**src/hdl/bom_pkg.sv**
```systemverilog
// Package: shared constants and types for the batch order matcher.
package bom_pkg;
    localparam int MAX_BUYS_DEF  = 16;
    localparam int MAX_SELLS_DEF = 16;
    localparam int ID_BITS_DEF   = 16;
    localparam int RES_W         = 16;
    localparam int QTY_W         = 32;
    localparam int PRICE_W       = 32;
    localparam int MAX_TRADES    = 31;

    typedef enum logic [1:0] {
        REQ_BUY   = 2'd0,
        REQ_SELL  = 2'd1,
        REQ_MATCH = 2'd2,
        REQ_NONE  = 2'd3
    } t_req;

    // One result beat towards the output register.
    typedef struct packed {
        logic                 kind;
        logic [RES_W-1:0]     trade_resource;
        logic [QTY_W-1:0]     trade_quantity;
        logic [PRICE_W-1:0]   exec_price;
        logic [63:0]          trade_value;
        logic [35:0]          sum_quantity;
        logic [63:0]          sum_value;
        logic [4:0]           ignored_buys;
        logic [4:0]           ignored_sells;
        logic [7:0]           dropped_loads;
        logic                 last;
    } t_result;
endpackage

```
**src/hdl/bom_mul.sv**
```systemverilog
// Shift-add multiplier: 32 x 32 product, four bits a cycle.
module bom_mul (
    input  logic                       i_clk,
    input  logic                       i_rst_n,
    input  logic                       i_start,
    input  logic [bom_pkg::QTY_W-1:0]  i_a,
    input  logic [bom_pkg::PRICE_W-1:0] i_b,
    output logic                       o_done,
    output logic [63:0]                o_product
);
    import bom_pkg::*;

    logic [QTY_W-1:0] r_a;
    logic [63:0]      r_b;
    logic [63:0]      r_acc;
    logic [3:0]       r_cnt;
    logic             r_busy;
    logic             r_done;
    logic [63:0]      n_acc;

    // add four shifted partial products
    always_comb begin
        n_acc = r_acc;
        for (int k = 0; k < 4; k++) begin
            if (r_a[k]) n_acc = n_acc + (r_b << k);
        end
    end

    // step the accumulation
    always_ff @(posedge i_clk) begin
        if (!i_rst_n) begin
            r_busy <= 1'b0;
            r_done <= 1'b0;
            r_cnt  <= '0;
        end else begin
            r_done <= 1'b0;
            if (i_start) begin
                r_busy <= 1'b1;
                r_cnt  <= '0;
                r_a    <= i_a;
                r_b    <= {32'd0, i_b};
                r_acc  <= '0;
            end else if (r_busy) begin
                r_acc <= n_acc;
                r_a   <= r_a >> 4;
                r_b   <= r_b << 4;
                r_cnt <= r_cnt + 4'd1;
                if (r_cnt == 4'd7) begin
                    r_busy <= 1'b0;
                    r_done <= 1'b1;
                end
            end
        end
    end

    assign o_done    = r_done;
    assign o_product = r_acc;
endmodule

```
**config.mk**
```make
export PLATFORM = sky130hd
export DESIGN_NAME = bom_mul
export DESIGN_NICKNAME = d
export VERILOG_FILES = /design/src/hdl/bom_pkg.sv /design/src/hdl/bom_mul.sv
export SDC_FILE = /design/constraint.sdc
export NUM_CORES = 1
export LEC_CHECK = 0
export ABC_AREA = 1
export BUFFER_PORTS_ARGS = -buffer_cell sky130_fd_sc_hd__buf_2
export CELL_PAD_IN_SITES_DETAIL_PLACEMENT = 1
export CELL_PAD_IN_SITES_GLOBAL_PLACEMENT = 1
export CORE_MARGIN = 3
export CORE_UTILIZATION = 45
export DETAILED_ROUTE_END_ITERATION = 8
export PLACE_DENSITY = 0.86
export SKIP_CTS_REPAIR_TIMING = 1
export SKIP_LAST_GASP = 1
export SYNTH_ARGS = -nofsm -noshare
export SYNTH_HDL_FRONTEND = slang
export SYNTH_SLANG_ARGS = --single-unit
```
**constraint.sdc**
```tcl
create_clock -name i_clk -period 8.75 [get_ports i_clk]
set_input_delay 2.625 -clock i_clk [delete_from_list [all_inputs] [get_ports i_clk]]
set_output_delay 2.625 -clock i_clk [all_outputs]
set_load 0.1 [all_outputs]
```
* After elaboration in Yosys (flattened, before gate mapping)
Index checks and enable logic that the tools add are counted.
** Cells by class
- $add $sub $neg :: 5
- Equal/unequal tests :: 1
- Multiplexer cells :: 13
- Bitwise operators :: 2
- Reductions and logical operators :: 4
** Operators by type and width (count)
- 2-to-1 mux 64 bit :: 6
- adder 64 bit :: 4
- 2-to-1 mux 32 bit :: 3
- adder 4 x 1 -> 4 bit, second input constant :: 1
- equality test 4 x 3 -> 1 bit, second input constant :: 1
- 2-to-1 mux 1 bit :: 4
- OR reduction 3 bit :: 1
- inverter 1 bit :: 2
- AND reduction 2 bit :: 1
- nonzero test 2 bit :: 1
- OR reduction 2 bit :: 1
** Storage, ports and cells
- Register bits after elaboration :: 166
- Output and inout port bits :: 65
- Logic and storage cells :: 32

* Longest topological paths before layout
- Word-level depth :: 9
- Gate-level depth with buffers :: 62

* Worst setup path after synthesis
No wires, ideal clock.
- Path type :: flip-flop to flip-flop
- Start point :: register r_acc[0], in the netlist o_product[0]
- End point :: register r_acc[63], in the netlist o_product[63], data pin
- Arrival :: 6.988 ns
- Setup slack :: 1.507 ns
- Stages on the path, launching flop included :: 50
- Path buffers :: 0
- Clock period less this slack :: 7.243 ns
- Cells stage by stage :: edfxtp_1 ha_1 inv_1 fa_1 inv_1 nand3_1 nand2_1 nand2_1 nand2_2 nand2_1 nand2_2 nand3_1 nand2_1 xor2_1 o21ai_0 inv_1 ha_1 nand2_1 [14 not listed] o21ai_0 a21oi_1 o211ai_2 or2_2 nand3_1 nand2_1 ha_1 a21oi_1 a21boi_0 o21ai_0 nand2_1 o2111ai_1 a21oi_1 nand2_1 nand2_1 nand3_1 a21oi_1 nor2_1
** On the way
- Word-level cells in the longest chain between the ends :: 9
** Ends and longest elaborated chain
- from (decl) :: line bom_mul.sv:15 : logic [63:0] r_acc;
- from (signal assigned) :: line bom_mul.sv:44 : r_acc <= n_acc;
- adder 64 bit :: line bom_mul.sv:25 : if (r_a[k]) n_acc = n_acc + (r_b << k);
- 2-to-1 mux 64 bit (*) :: line bom_mul.sv:25
- adder 64 bit :: line bom_mul.sv:25
- 2-to-1 mux 64 bit (*) :: line bom_mul.sv:25
- adder 64 bit :: line bom_mul.sv:25
- 2-to-1 mux 64 bit (*) :: line bom_mul.sv:25
- adder 64 bit :: line bom_mul.sv:25
- 2-to-1 mux 64 bit (*) :: line bom_mul.sv:25
- 2-to-1 mux 64 bit (*) :: line bom_mul.sv:43 : end else if (r_busy) begin
Every way passes the cells marked *; elsewhere a longest branch is shown, timed or not. The select of a mux whose other input is x is not followed.
A chain may end at the register's enable or synchronous reset.

* Worst setup path after layout
- Start point :: register r_b[0]
- End point :: register r_acc[55], in the netlist o_product[55], data pin
** On the way
- Word-level cells in the longest chain between the ends :: 9
** Ends and longest elaborated chain
- from (decl) :: line bom_mul.sv:14 : logic [63:0] r_b;
- from (signal assigned) :: line bom_mul.sv:41 : r_b <= {32'd0, i_b};
- from (signal assigned) :: line bom_mul.sv:46 : r_b <= r_b << 4;
- adder 64 bit :: line bom_mul.sv:25
- 2-to-1 mux 64 bit :: line bom_mul.sv:25
- adder 64 bit :: line bom_mul.sv:25
- 2-to-1 mux 64 bit :: line bom_mul.sv:25
- adder 64 bit :: line bom_mul.sv:25
- 2-to-1 mux 64 bit :: line bom_mul.sv:25
- adder 64 bit :: line bom_mul.sv:25
- 2-to-1 mux 64 bit (*) :: line bom_mul.sv:25
- 2-to-1 mux 64 bit (*) :: line bom_mul.sv:43
Marked as above.

==> out/metrics.csv <==
metric;value;unit
clock tree buffer depth;2;
Largest delay share family, worst path;simple AND/OR/NAND/NOR gates;
initial antenna violation count;5;
via count;35988;
total chip power;0.00902;W
Worst-Margin Slew;1.05;ns
first-pass GRT wire length;223000;microns
Sink Count;166;
fin crit share;98.2;%
crit path from;r_b[0];
fraction of layout cells with a size suffix above 1;13.3;%
post-DR wirelength/cell;25.8;microns
Pleak;16.7;nW
Critical Path End;o_product[55];
Max-Slew Margin vs Limit;30.0;%
Mapped Nets;5217;
fin. max-slew vios;0;
Setup Viol. Count Final;0;
Worst VDD drop;162;uV
Util after Layout;52.7;%
CP endpoint kind;flip-flop;
Synth Flop Type;edfxtp_1;
CP Class;flip-flop to flip-flop;
Via density;5.98;
Crit path largest cell delay;0.47;ns
CTS root buf;clkbuf_16;
Hold Path Class;flip-flop to flip-flop;
Critical Path Slowest Stage Cell;edfxtp_1;
post-route minimum period;8.59;ns
Hold Slack;0.530;ns
Worst path most repeated cell;nand2_1;
Worst Path Required;9.01;ns
status;completed;
1st-pass router iterations;6;
largest net degree at the start of global routing;111;
Antenna diodes;0;
1st-iter DRT viols;3778;
gate count after technology mapping;4895;
R2R Path Start;r_b[0];
Core Box Area;0.0621;sq mm
CTS buffer count;17;
Total Wirelength;155000;microns
Worst R2R Setup Slack;0.16;ns
Fin Setup TNS;0;ns
Syn Std Cell Area;0.0284;sq mm
CP Depth;51;
Synth warnings;0;
area grow syn2layout;15.2;%
Worst EP arrival;8.85;ns
total of max-cap violations;0;
Die ar.;0.0661;sq mm
Netlist cell types;58;
Detail Placement HPWL;131000;microns
Top Ports;132;
asr flop ratio synth;0;%
gpl congestion;1.06;
Total GRT Usage;45.2;%
placed insts;5961;
fin cells;6017;
Final #Nets;5489;
Synth Register Bits;166;
DRC violation count after routing;0;
RSZ-0062 raised after global routing;true;
number of synthesized flops with an enable pin;160;
Die Wd;257;microns
crit path max fanout;5;
Pwr Density;276;mW/mm^2
Chip Height;257;microns
startpoint types;flip-flop;
depth of the CTS H-tree;4;
number of I/O port buffers;131;
part of the Yosys area used for sequential elements;17.4;%
Max Freq;0.116;GHz
Worst R2R End;o_product[55];
path depth of the worst reg2reg path;51;
antenna viol nets, final;0;
Clock Skews;0.0227;ns
Final Hold Fails;0;
vias in the first global route;35920;
Buf/Inv on CP;9;
total congestion overflow;0;
effective utilization at floorplan;45.7;%
Mean Syn Cell Area;5.80;sq um
clock transition at the registers of the reported paths;0.08;ns
Worst-Skew Late Latency;0.51;ns
CTS tree;done;
FP Rows;91;
==> cell usage after synthesis, types with 4 or more instances <==
| cell type | n | area (sq um) |
|---|---|---|
| a21o_1 | 33 | 248 |
| a21boi_1 | 5 | 37.5 |
| fa_1 | 4 | 80.1 |
| and3_1 | 5 | 31.3 |
| nand3b_1 | 16 | 120 |
| buf_1 | 10 | 37.5 |
| nor2_1 | 573 | 2150 |
| a31o_2 | 4 | 35.0 |
| edfxtp_1 | 160 | 4800 |
| nand3_2 | 12 | 120 |
| nand3_1 | 343 | 1720 |
| a21boi_0 | 9 | 67.6 |
| xor2_1 | 62 | 543 |
| inv_2 | 7 | 26.3 |
| or2_2 | 13 | 81.3 |
| buf_2 | 16 | 80.1 |
| o21a_1 | 10 | 75.1 |
| a31oi_1 | 32 | 200 |
| nor3_1 | 48 | 240 |
| ha_1 | 251 | 3140 |
| xnor2_1 | 74 | 648 |
| nand2_2 | 39 | 244 |
| a21oi_1 | 313 | 1570 |
| o21ai_0 | 225 | 1130 |
| o21ai_2 | 26 | 228 |
| nor2_2 | 22 | 138 |
| nand4_1 | 23 | 144 |
| dfxtp_1 | 6 | 120 |
| o21ai_1 | 20 | 100 |
| inv_1 | 803 | 3010 |
| nor4_1 | 12 | 75.1 |
| o211ai_1 | 15 | 113 |
| nor3_2 | 5 | 50.1 |
| and2_1 | 28 | 175 |
| nand2_1 | 1515 | 5690 |
| clkbuf_1 | 46 | 173 |
| o21bai_1 | 70 | 526 |
==> sequential cells by signal, summed over array words and instances, names as in the netlist <==
signal and cells:
r_b 64, r_cnt 4, r_busy 1, r_a 32
o_product 64, o_done 1
==> layer usage <==
metal	part of all wire, %	vias up	global-route usage, %	routed length, microns
li1	-	16273	-	-
met1	41	17403	60.0	63500
met5	0.035	-	0	54
met2	43	1904	69.2	66200
met4	5.2	8	20.0	8090
met3	11	400	11.2	17500
==> cell families after synthesis <==
family / share of synthesized area [%]
AO/OA/AOI/OAI: 16.1
XOR/XNOR: 4.20
adder cells (fa/ha/maj): 11.4
buffers and inverters: 11.9
flip-flops: 17.4
AND/OR/NAND/NOR: 39.1
==> through the flow <==
step,instance area [sq um],setup slack (ns)
after floorplan,28400,1.51
after global placement,31100,-0.532
after detailed placement,31100,-0.659
after CTS,31700,-0.754
after global routing,32700,-0.216
final,32700,0.159
==> worst min path at each step <==
stage / startpoint / endpoint / cells after the start
after floorplan: r_cnt[1] / r_cnt[1] / 2
after CTS: r_cnt[0] / r_cnt[0] / 2
final: r_cnt[0] / r_cnt[0] / 2
after global routing: r_a[29] / r_a[25] / 2
after global placement: r_cnt[1] / r_cnt[1] / 2
after detailed placement: r_cnt[0] / r_cnt[0] / 2
==> power breakdown <==
part | internal [W] | switching (W) | leakage (nW)
combinational | 0.00220 | 0.00487 | 14.8
sequential | 0.000987 | 0.000129 | 1.61
clock | 0.000406 | 0.000424 | 0.285
total | 0.00359 | 0.00543 | 16.7
==> final cells by class <==
cell class              instances  area [sq um]
fillers                      8937         29400
well taps                     837          1050
clock inverters                14           160
multi-input cells            3841         20900
clock buffers                  18           429
flip-flops and latches        166          4920
repair buffers                330          2180
inverters                     811          3050
==> worst reg2reg max path, delay by kind of cell (launching register included) <==
family	cells	cell delay (ns)
AO/OA/AOI/OAI	8	1.79
XOR/XNOR	3	0.59
adder cells (fa/ha/maj)	5	1.67
buffers and inverters	9	0.80
flip-flops	1	0.47
AND/OR/NAND/NOR	26	3.00
==> layout by cell type, fill, tap and decap left out, types with 32 or more instances in the layout <==
master and count:
nor3_1 40, nor2_1 532, buf_4 198, buf_2 130
o21ai_2 32, nand2_1 1499, o21ai_1 47, xnor2_1 71
a21o_1 33, nand3_1 332, nand2_2 52, ha_1 215
a21oi_1 283, o21bai_1 63, nor2_2 59, a21oi_2 32
o21ai_0 191, xor2_1 61, edfxtp_1 160, inv_1 794
Power figures use the tool's default switching activity.
